File: src/hdl/element_stream_hash_macros.svh
// ---------------------------------------------------------------------------
// element_stream_hash_macros.svh
// Assertion helpers shared by the element stream hash RTL.
// ---------------------------------------------------------------------------
`ifndef ELEMENT_STREAM_HASH_MACROS_SVH
`define ELEMENT_STREAM_HASH_MACROS_SVH

// Same-cycle implication, clocked on aclk, off during reset
`define ESH_ASSERT_NOW(lbl, ante, cons, msg) \
    lbl: assert property (@(posedge aclk) disable iff (!aresetn) (ante) |-> (cons)) \
        else $error(msg);

// Next-cycle implication, clocked on aclk, off during reset
`define ESH_ASSERT_NEXT(lbl, ante, cons, msg) \
    lbl: assert property (@(posedge aclk) disable iff (!aresetn) (ante) |=> (cons)) \
        else $error(msg);

`endif

File: src/hdl/esh_pkg.sv
// ---------------------------------------------------------------------------
// esh_pkg
// Types and constants for the element stream hash.
// ---------------------------------------------------------------------------
package esh_pkg;

    localparam int ELEM_W  = 64;
    localparam int HASH_W  = 64;
    localparam int CODE_W  = 2;
    localparam int QUEUE_DEPTH = 4;

    // element width codes
    localparam logic [CODE_W-1:0] CODE_B1 = 2'd0;
    localparam logic [CODE_W-1:0] CODE_B2 = 2'd1;
    localparam logic [CODE_W-1:0] CODE_B4 = 2'd2;
    localparam logic [CODE_W-1:0] CODE_B8 = 2'd3;

    localparam logic [ELEM_W-1:0] ELEM_MUL [4] = '{
        64'd81, 64'd11601, 64'd3432918353, 64'd14744272059406101841
    };
    localparam logic [HASH_W-1:0] HASH_ADD [4] = '{
        64'd237, 64'd12525, 64'd2041000173, 64'd8766028991911375085
    };
    localparam logic [ELEM_W-1:0] WIDTH_MASK [4] = '{
        64'h0000_0000_0000_00FF, 64'h0000_0000_0000_FFFF,
        64'h0000_0000_FFFF_FFFF, 64'hFFFF_FFFF_FFFF_FFFF
    };

    // mixed element on its way from front to back
    typedef struct packed {
        logic [ELEM_W-1:0] mixed;
        logic [CODE_W-1:0] code;
        logic              last;
    } entry_t;

    // queue handshake between front and back
    typedef struct packed {
        logic push;
        logic pop;
    } q_ctrl_t;

endpackage

File: src/hdl/element_stream_hash.sv
// ---------------------------------------------------------------------------
// element_stream_hash
// Hashes a stream of 1/2/4/8-byte elements into a 64-bit value per array.
// ---------------------------------------------------------------------------
// Sustained rate is one element per clock unless the result channel stalls.
// An element is registered, its width-specific multiply runs as three 32x32
// partial products in the next stage, and the rotated result enters a small
// queue (QueueDepth entries). The back end folds one queued element per
// cycle into the running hash; an array's hash reaches m_ through stage 1,
// stage 2, the queue and the output register, later only while earlier
// results are still held up there. Input ready drops only when the queue,
// together with the two front stages, would otherwise overflow, i.e. when
// the result channel stalls. The width code is sampled per element.
`include "element_stream_hash_macros.svh"

module element_stream_hash #(
    parameter int QueueDepth = esh_pkg::QUEUE_DEPTH
) (
    input  logic                       aclk,
    input  logic                       aresetn,
    input  logic                       cfg_wr_en,
    input  logic [esh_pkg::CODE_W-1:0] cfg_wr_data,
    input  logic [esh_pkg::ELEM_W-1:0] s_element,
    input  logic                       s_last,
    input  logic                       s_valid,
    output logic                       s_ready,
    output logic [esh_pkg::HASH_W-1:0] m_hash_value,
    output logic                       m_valid,
    input  logic                       m_ready
);

    localparam int CntW = $clog2(QueueDepth + 1);

    logic [esh_pkg::CODE_W-1:0] width_code_reg;
    esh_pkg::q_ctrl_t           q_ctrl;
    logic                       q_push;
    logic                       q_pop;
    esh_pkg::entry_t            push_entry;
    esh_pkg::entry_t            head;
    logic                       not_empty;
    logic [CntW-1:0]            q_count;

    always_ff @(posedge aclk) begin
        if (!aresetn) begin
            width_code_reg <= esh_pkg::CODE_B1;
        end else if (cfg_wr_en) begin
            width_code_reg <= cfg_wr_data;
        end
    end

    always_comb begin
        q_ctrl.push = q_push;
        q_ctrl.pop  = q_pop;
    end

    esh_front #(.QueueDepth(QueueDepth)) u_front (
        .aclk       (aclk),
        .aresetn    (aresetn),
        .s_element  (s_element),
        .s_last     (s_last),
        .s_valid    (s_valid),
        .s_ready    (s_ready),
        .width_code (width_code_reg),
        .q_count    (q_count),
        .push       (q_push),
        .push_entry (push_entry)
    );

    esh_queue #(.QueueDepth(QueueDepth)) u_queue (
        .aclk       (aclk),
        .aresetn    (aresetn),
        .ctrl       (q_ctrl),
        .push_entry (push_entry),
        .head       (head),
        .not_empty  (not_empty),
        .count      (q_count)
    );

    esh_back u_back (
        .aclk         (aclk),
        .aresetn      (aresetn),
        .head         (head),
        .not_empty    (not_empty),
        .pop          (q_pop),
        .m_hash_value (m_hash_value),
        .m_valid      (m_valid),
        .m_ready      (m_ready)
    );

    `ESH_ASSERT_NOW(a_q_bound, 1'b1, q_count <= CntW'(QueueDepth), "queue count over depth")
    `ESH_ASSERT_NOW(a_no_overflow, q_push && !q_pop, q_count < CntW'(QueueDepth), "queue overflow")
    `ESH_ASSERT_NEXT(a_last_out, q_pop && head.last, m_valid, "last element left no result")

endmodule

File: src/hdl/esh_front.sv
// ---------------------------------------------------------------------------
// esh_front
// Accepts elements, masks them to width and mixes them (multiply, rotate).
// ---------------------------------------------------------------------------
module esh_front #(
    parameter int QueueDepth = esh_pkg::QUEUE_DEPTH,
    localparam int CntW = $clog2(QueueDepth + 1)
) (
    input  logic                       aclk,
    input  logic                       aresetn,
    input  logic [esh_pkg::ELEM_W-1:0] s_element,
    input  logic                       s_last,
    input  logic                       s_valid,
    output logic                       s_ready,
    input  logic [esh_pkg::CODE_W-1:0] width_code,
    input  logic [CntW-1:0]            q_count,
    output logic                       push,
    output esh_pkg::entry_t            push_entry
);

    logic                       v1_reg, v1_next;
    logic [esh_pkg::ELEM_W-1:0] el1_reg;
    logic [esh_pkg::CODE_W-1:0] code1_reg;
    logic                       last1_reg;

    logic                       v2_reg, v2_next;
    logic [63:0]                p0_reg;
    logic [31:0]                pc_reg;
    logic [esh_pkg::CODE_W-1:0] code2_reg;
    logic                       last2_reg;

    logic [CntW:0]              pending;
    logic                       accept;
    logic [esh_pkg::ELEM_W-1:0] mul_k;
    logic [31:0]                cross_a, cross_b;
    logic [63:0]                prod;
    logic [63:0]                k;

    // every item in flight already holds a queue slot
    assign pending = (CntW+1)'(q_count) + (CntW+1)'(v1_reg) + (CntW+1)'(v2_reg);
    assign s_ready = pending < (CntW+1)'(QueueDepth);
    assign accept  = s_valid && s_ready;

    assign v1_next = accept;
    assign v2_next = v1_reg;

    always_ff @(posedge aclk) begin
        if (!aresetn) begin
            v1_reg <= 1'b0;
            v2_reg <= 1'b0;
        end else begin
            v1_reg <= v1_next;
            v2_reg <= v2_next;
        end
    end

    // stage 1: register masked element and the width in force
    always_ff @(posedge aclk) begin
        if (accept) begin
            el1_reg   <= s_element & esh_pkg::WIDTH_MASK[width_code];
            code1_reg <= width_code;
            last1_reg <= s_last;
        end
    end

    // stage 2: 64x64 low product as three 32x32 partials
    assign mul_k   = esh_pkg::ELEM_MUL[code1_reg];
    assign cross_a = el1_reg[31:0] * mul_k[63:32];
    assign cross_b = el1_reg[63:32] * mul_k[31:0];

    always_ff @(posedge aclk) begin
        p0_reg    <= el1_reg[31:0] * mul_k[31:0];
        pc_reg    <= cross_a + cross_b;
        code2_reg <= code1_reg;
        last2_reg <= last1_reg;
    end

    // stage 3: assemble, mask, rotate by half width
    assign prod = p0_reg + {pc_reg, 32'd0};
    assign k    = prod & esh_pkg::WIDTH_MASK[code2_reg];

    always_comb begin
        push_entry.code = code2_reg;
        push_entry.last = last2_reg;
        unique case (code2_reg)
            esh_pkg::CODE_B1: push_entry.mixed = {56'd0, k[3:0], k[7:4]};
            esh_pkg::CODE_B2: push_entry.mixed = {48'd0, k[7:0], k[15:8]};
            esh_pkg::CODE_B4: push_entry.mixed = {32'd0, k[15:0], k[31:16]};
            esh_pkg::CODE_B8: push_entry.mixed = {k[31:0], k[63:32]};
            default:          push_entry.mixed = k;
        endcase
    end

    assign push = v2_reg;

endmodule

File: src/hdl/esh_queue.sv
// ---------------------------------------------------------------------------
// esh_queue
// Short FIFO of mixed elements between front and back.
// ---------------------------------------------------------------------------
module esh_queue #(
    parameter int QueueDepth = esh_pkg::QUEUE_DEPTH,
    localparam int CntW = $clog2(QueueDepth + 1),
    localparam int PtrW = $clog2(QueueDepth)
) (
    input  logic            aclk,
    input  logic            aresetn,
    input  esh_pkg::q_ctrl_t ctrl,
    input  esh_pkg::entry_t push_entry,
    output esh_pkg::entry_t head,
    output logic            not_empty,
    output logic [CntW-1:0] count
);

    esh_pkg::entry_t store [QueueDepth];

    logic [PtrW-1:0] wr_ptr_reg, wr_ptr_next;
    logic [PtrW-1:0] rd_ptr_reg, rd_ptr_next;
    logic [CntW-1:0] count_reg, count_next;

    assign wr_ptr_next = (wr_ptr_reg == PtrW'(QueueDepth - 1)) ? '0 : wr_ptr_reg + 1'b1;
    assign rd_ptr_next = (rd_ptr_reg == PtrW'(QueueDepth - 1)) ? '0 : rd_ptr_reg + 1'b1;

    always_comb begin
        count_next = count_reg;
        if (ctrl.push && !ctrl.pop) begin
            count_next = count_reg + 1'b1;
        end else if (!ctrl.push && ctrl.pop) begin
            count_next = count_reg - 1'b1;
        end
    end

    always_ff @(posedge aclk) begin
        if (!aresetn) begin
            wr_ptr_reg <= '0;
            rd_ptr_reg <= '0;
            count_reg  <= '0;
        end else begin
            if (ctrl.push) wr_ptr_reg <= wr_ptr_next;
            if (ctrl.pop)  rd_ptr_reg <= rd_ptr_next;
            count_reg <= count_next;
        end
    end

    always_ff @(posedge aclk) begin
        if (ctrl.push) begin
            store[wr_ptr_reg] <= push_entry;
        end
    end

    assign head      = store[rd_ptr_reg];
    assign not_empty = count_reg != '0;
    assign count     = count_reg;

endmodule

File: src/hdl/esh_back.sv
// ---------------------------------------------------------------------------
// esh_back
// Folds mixed elements into the running hash and holds the result.
// ---------------------------------------------------------------------------
module esh_back (
    input  logic                       aclk,
    input  logic                       aresetn,
    input  esh_pkg::entry_t            head,
    input  logic                       not_empty,
    output logic                       pop,
    output logic [esh_pkg::HASH_W-1:0] m_hash_value,
    output logic                       m_valid,
    input  logic                       m_ready
);

    logic [esh_pkg::HASH_W-1:0] hash_reg, hash_next;
    logic [esh_pkg::HASH_W-1:0] out_reg;
    logic                       m_valid_reg, m_valid_next;
    logic [esh_pkg::HASH_W-1:0] hx;
    logic                       out_free;

    assign out_free = !m_valid_reg || m_ready;
    // a last entry waits until the output register can take it
    assign pop = not_empty && (!head.last || out_free);

    // (h ^ mix) * 11 + add, modulo 2^64
    assign hx        = hash_reg ^ head.mixed;
    assign hash_next = (hx << 3) + (hx << 1) + hx + esh_pkg::HASH_ADD[head.code];

    always_comb begin
        m_valid_next = m_valid_reg && !m_ready;
        if (pop && head.last) begin
            m_valid_next = 1'b1;
        end
    end

    always_ff @(posedge aclk) begin
        if (!aresetn) begin
            hash_reg    <= '0;
            m_valid_reg <= 1'b0;
        end else begin
            m_valid_reg <= m_valid_next;
            if (pop) begin
                hash_reg <= head.last ? '0 : hash_next;
            end
        end
    end

    always_ff @(posedge aclk) begin
        if (pop && head.last) begin
            out_reg <= hash_next;
        end
    end

    assign m_hash_value = out_reg;
    assign m_valid      = m_valid_reg;

endmodule
File: config.mk
export PLATFORM = sky130hd
export DESIGN_NAME = element_stream_hash
export DESIGN_NICKNAME = d
export VERILOG_FILES = /design/src/hdl/esh_pkg.sv /design/src/hdl/element_stream_hash.sv /design/src/hdl/esh_front.sv /design/src/hdl/esh_queue.sv /design/src/hdl/esh_back.sv
export VERILOG_INCLUDE_DIRS = /design/src /design/src/hdl
export SDC_FILE = /design/constraint.sdc
export NUM_CORES = 2
export LEC_CHECK = 0
export ABC_AREA = 1
export BUFFER_PORTS_ARGS = -buffer_cell sky130_fd_sc_hd__clkbuf_2
export CAP_MARGIN = 15
export CORE_ASPECT_RATIO = 1.1
export CORE_MARGIN = 4
export CORE_UTILIZATION = 35
export DETAILED_ROUTE_END_ITERATION = 10
export PLACE_DENSITY = 0.53
export SYNTH_ARGS = -nofsm -noshare
export SYNTH_HDL_FRONTEND = slang
export SYNTH_SLANG_ARGS = --single-unit
File: constraint.sdc
create_clock -name aclk -period 8.06 [get_ports aclk]
set_input_delay 1.612 -clock aclk [delete_from_list [all_inputs] [get_ports aclk]]
set_output_delay 1.612 -clock aclk [all_outputs]
set_load 0.05 [all_outputs]
==> results.cfg <==
[setup_path]
critPathCaptureType = register
slowest_delay_ns = 0.54
cpMostUsedCell = fa_1
crit_arrival_ns = 8.29
cp_max_fo = 21
crit_family = adder cells
critPathLaunchType = register
required_ns = 8.62
path_buf_inv = 8
crit_type = reg -> reg
crit_slowest_cell = fa_1

[logic_synthesis]
syn_area_um2 = 65640
synth_cell_types = 66
synth_edf_count = 399
syn_inst = 7123
ys_warn_count = 0
async_flop_share = 0
syn_avg_cell_area_um2 = 9.215
syn_nets = 8977
ys.flop_type = edfxtp_1
ys_ff_latch = 576
ys_seq_area_frac = 0.2365

[layout]
stdcell_area_um2 = 72210
top_register = u_queue.store
final_cell_mix = inv_1 (1853), ha_1 (946), nand2_1 (933)
largest_reg_flops = 268
final_common_cell = inv_1
fin_cells = 9836
drive_gt1_frac = 0.05974
nNetsFinal = 9196
syn2layout_area_growth_pct = 10.01

[detailed_routing]
via_count = 47070
avgRoutedWirePerCell_um = 19.97
drt-total-wl_mm = 196.4
ant_nets = 0
drc = 0
drt-pass1-iter-count = 5
vias_per_cell = 4.786
drt_iter0_drc = 2590

[timing]
hold_violations = 0
fmax_mhz = 129.4
setup_slack_ns = 0.3317
slew_headroom = 0.2023
setup_viol_count_final = 0
worstMarginPinSlew_ns = 1.184
maxSlewViolCount = 0
fin_skew_ns = 0.04322
min_period_ns = 7.728
rsz0062_at_grt = yes
fin_crit_sh = 0.9588

[cts]
numCtsBuffers = 69
cts-root-buf = clkbuf_16
cts_hold_buf = 0
cts_tree = built
clockBufferDepth = 3
path_clk_slew_ns = 0.07
cts_sinks = 576
h-tree-depth = 3
clkLatencyLatePin_ns = 0.69

[global_route]
antenna_found_initial = 1
grt-ovfl-total = 0
grtUsageTotal = 0.2045
grt_max_degree = 96
grt_pass1_vias = 50500
grt_pass1_wl_mm = 303.1

[place]
post_dp_cell_area_um2 = 69710
gp_congestion = 0.9722
port_buffers = 137
dpl_worst_slack_ns = -0.03909
dp.final_hpwl_mm = 168.3
dp.cells = 9702

[die]
rows = 166
dieArea_um2 = 194500
io_pins = 138
initial_core_util = 0.3523
core_area_um2 = 186300
die_x_um = 420.9
die_h_um = 462.2

[job]
max_cap_viol_count = 0

[outcome]
status = completed

[hold_path]
hold_class = reg -> reg
==> worst min-delay path, delay by kind of cell, from the launching register on <==
family / cells / cell delay (ns)
buffers and inverters: 1 / 0.03
flip-flops: 1 / 0.32
AND/OR/NAND/NOR: 1 / 0.06
==> cell usage after synthesis, types with 31 or more instances <==
| cell | number | share of area |
|---|---|---|
| inv_1 | 1861 | 0.11 |
| ha_1 | 947 | 0.18 |
| nand2_1 | 936 | 0.054 |
| fa_1 | 835 | 0.25 |
| nor2_1 | 499 | 0.029 |
| edfxtp_1 | 399 | 0.18 |
| a21oi_1 | 362 | 0.028 |
| o21ai_0 | 221 | 0.017 |
| dfxtp_1 | 177 | 0.054 |
| nand3_1 | 162 | 0.012 |
| xor2_1 | 138 | 0.018 |
| xnor2_1 | 87 | 0.012 |
| clkbuf_1 | 52 | 0.0030 |
| a32o_1 | 45 | 0.0069 |
| nor3_1 | 31 | 0.0024 |
==> kinds of logic after synthesis <==
kind of cell               synth area share
AOI/OAI and AO/OA                   0.07368
xor gates and xnor gates            0.03151
adders and majority gates            0.4352
buffers and inverters                0.1134
DFF                                  0.2365
and+or+nand+nor                      0.1096
==> layer usage <==
layer | wire length [um] | vias up | part of all wire | GRT usage
met5 | 0 | - | 0 | 0
met4 | 6952 | 0 | 0.035 | 0.06259
met3 | 7171 | 244 | 0.037 | 0.02247
met2 | 96030 | 935 | 0.49 | 0.3613
met1 | 86230 | 23160 | 0.44 | 0.2633
li1 | - | 22740 | - | -
==> repair_timing <==
action	in CTS	in global routing
endpoints found under the hold margin	0	0
resized for setup	1	32
setup endpoints to repair	1	18
cloned	0	1
pin swaps	0	4
setup buffers	0	4
==> layout make-up <==
| cell class | count | area [um^2] |
|---|---|---|
| Antenna cell | 1 | 2.502 |
| Clock buffer | 96 | 1911 |
| Clock inverter | 32 | 421.7 |
| Fill cell | 18760 | 114100 |
| Inverter | 1869 | 7019 |
| Multi-Input combinational cell | 4585 | 42770 |
| Sequential cell | 576 | 15530 |
| Tap cell | 2436 | 3048 |
| Timing Repair Buffer | 241 | 1509 |
==> final timing paths <==
kind | startpoint | slack [ns] | to | depth (start not counted)
worst max-delay path | u_front.code1_reg[1] | 0.33 | u_front.pc_reg[26] | 26
worst min-delay path | u_front.v1_reg | 0.45 | u_front.push | 2
worst max register to register | u_front.code1_reg[1] | 0.33 | u_front.pc_reg[26] | 26
worst min register to register | u_front.v1_reg | 0.45 | u_front.push | 2
==> stage by stage <==
step	utilization	TNS, ns	hold slack, ns
global route	0.3876	-0.09675	0.4542
finish	0.3876	0	0.4518
floorplan	-	0	0.3233
detailed placement	0.3742	-0.03909	0.4089
CTS	0.3867	0	0.4449
global placement	0.3742	-0.001934	0.4397
Power is left out: the tool's default activity adds up to more than one toggle a clock period on the data nets, which glitch-free logic cannot reach.
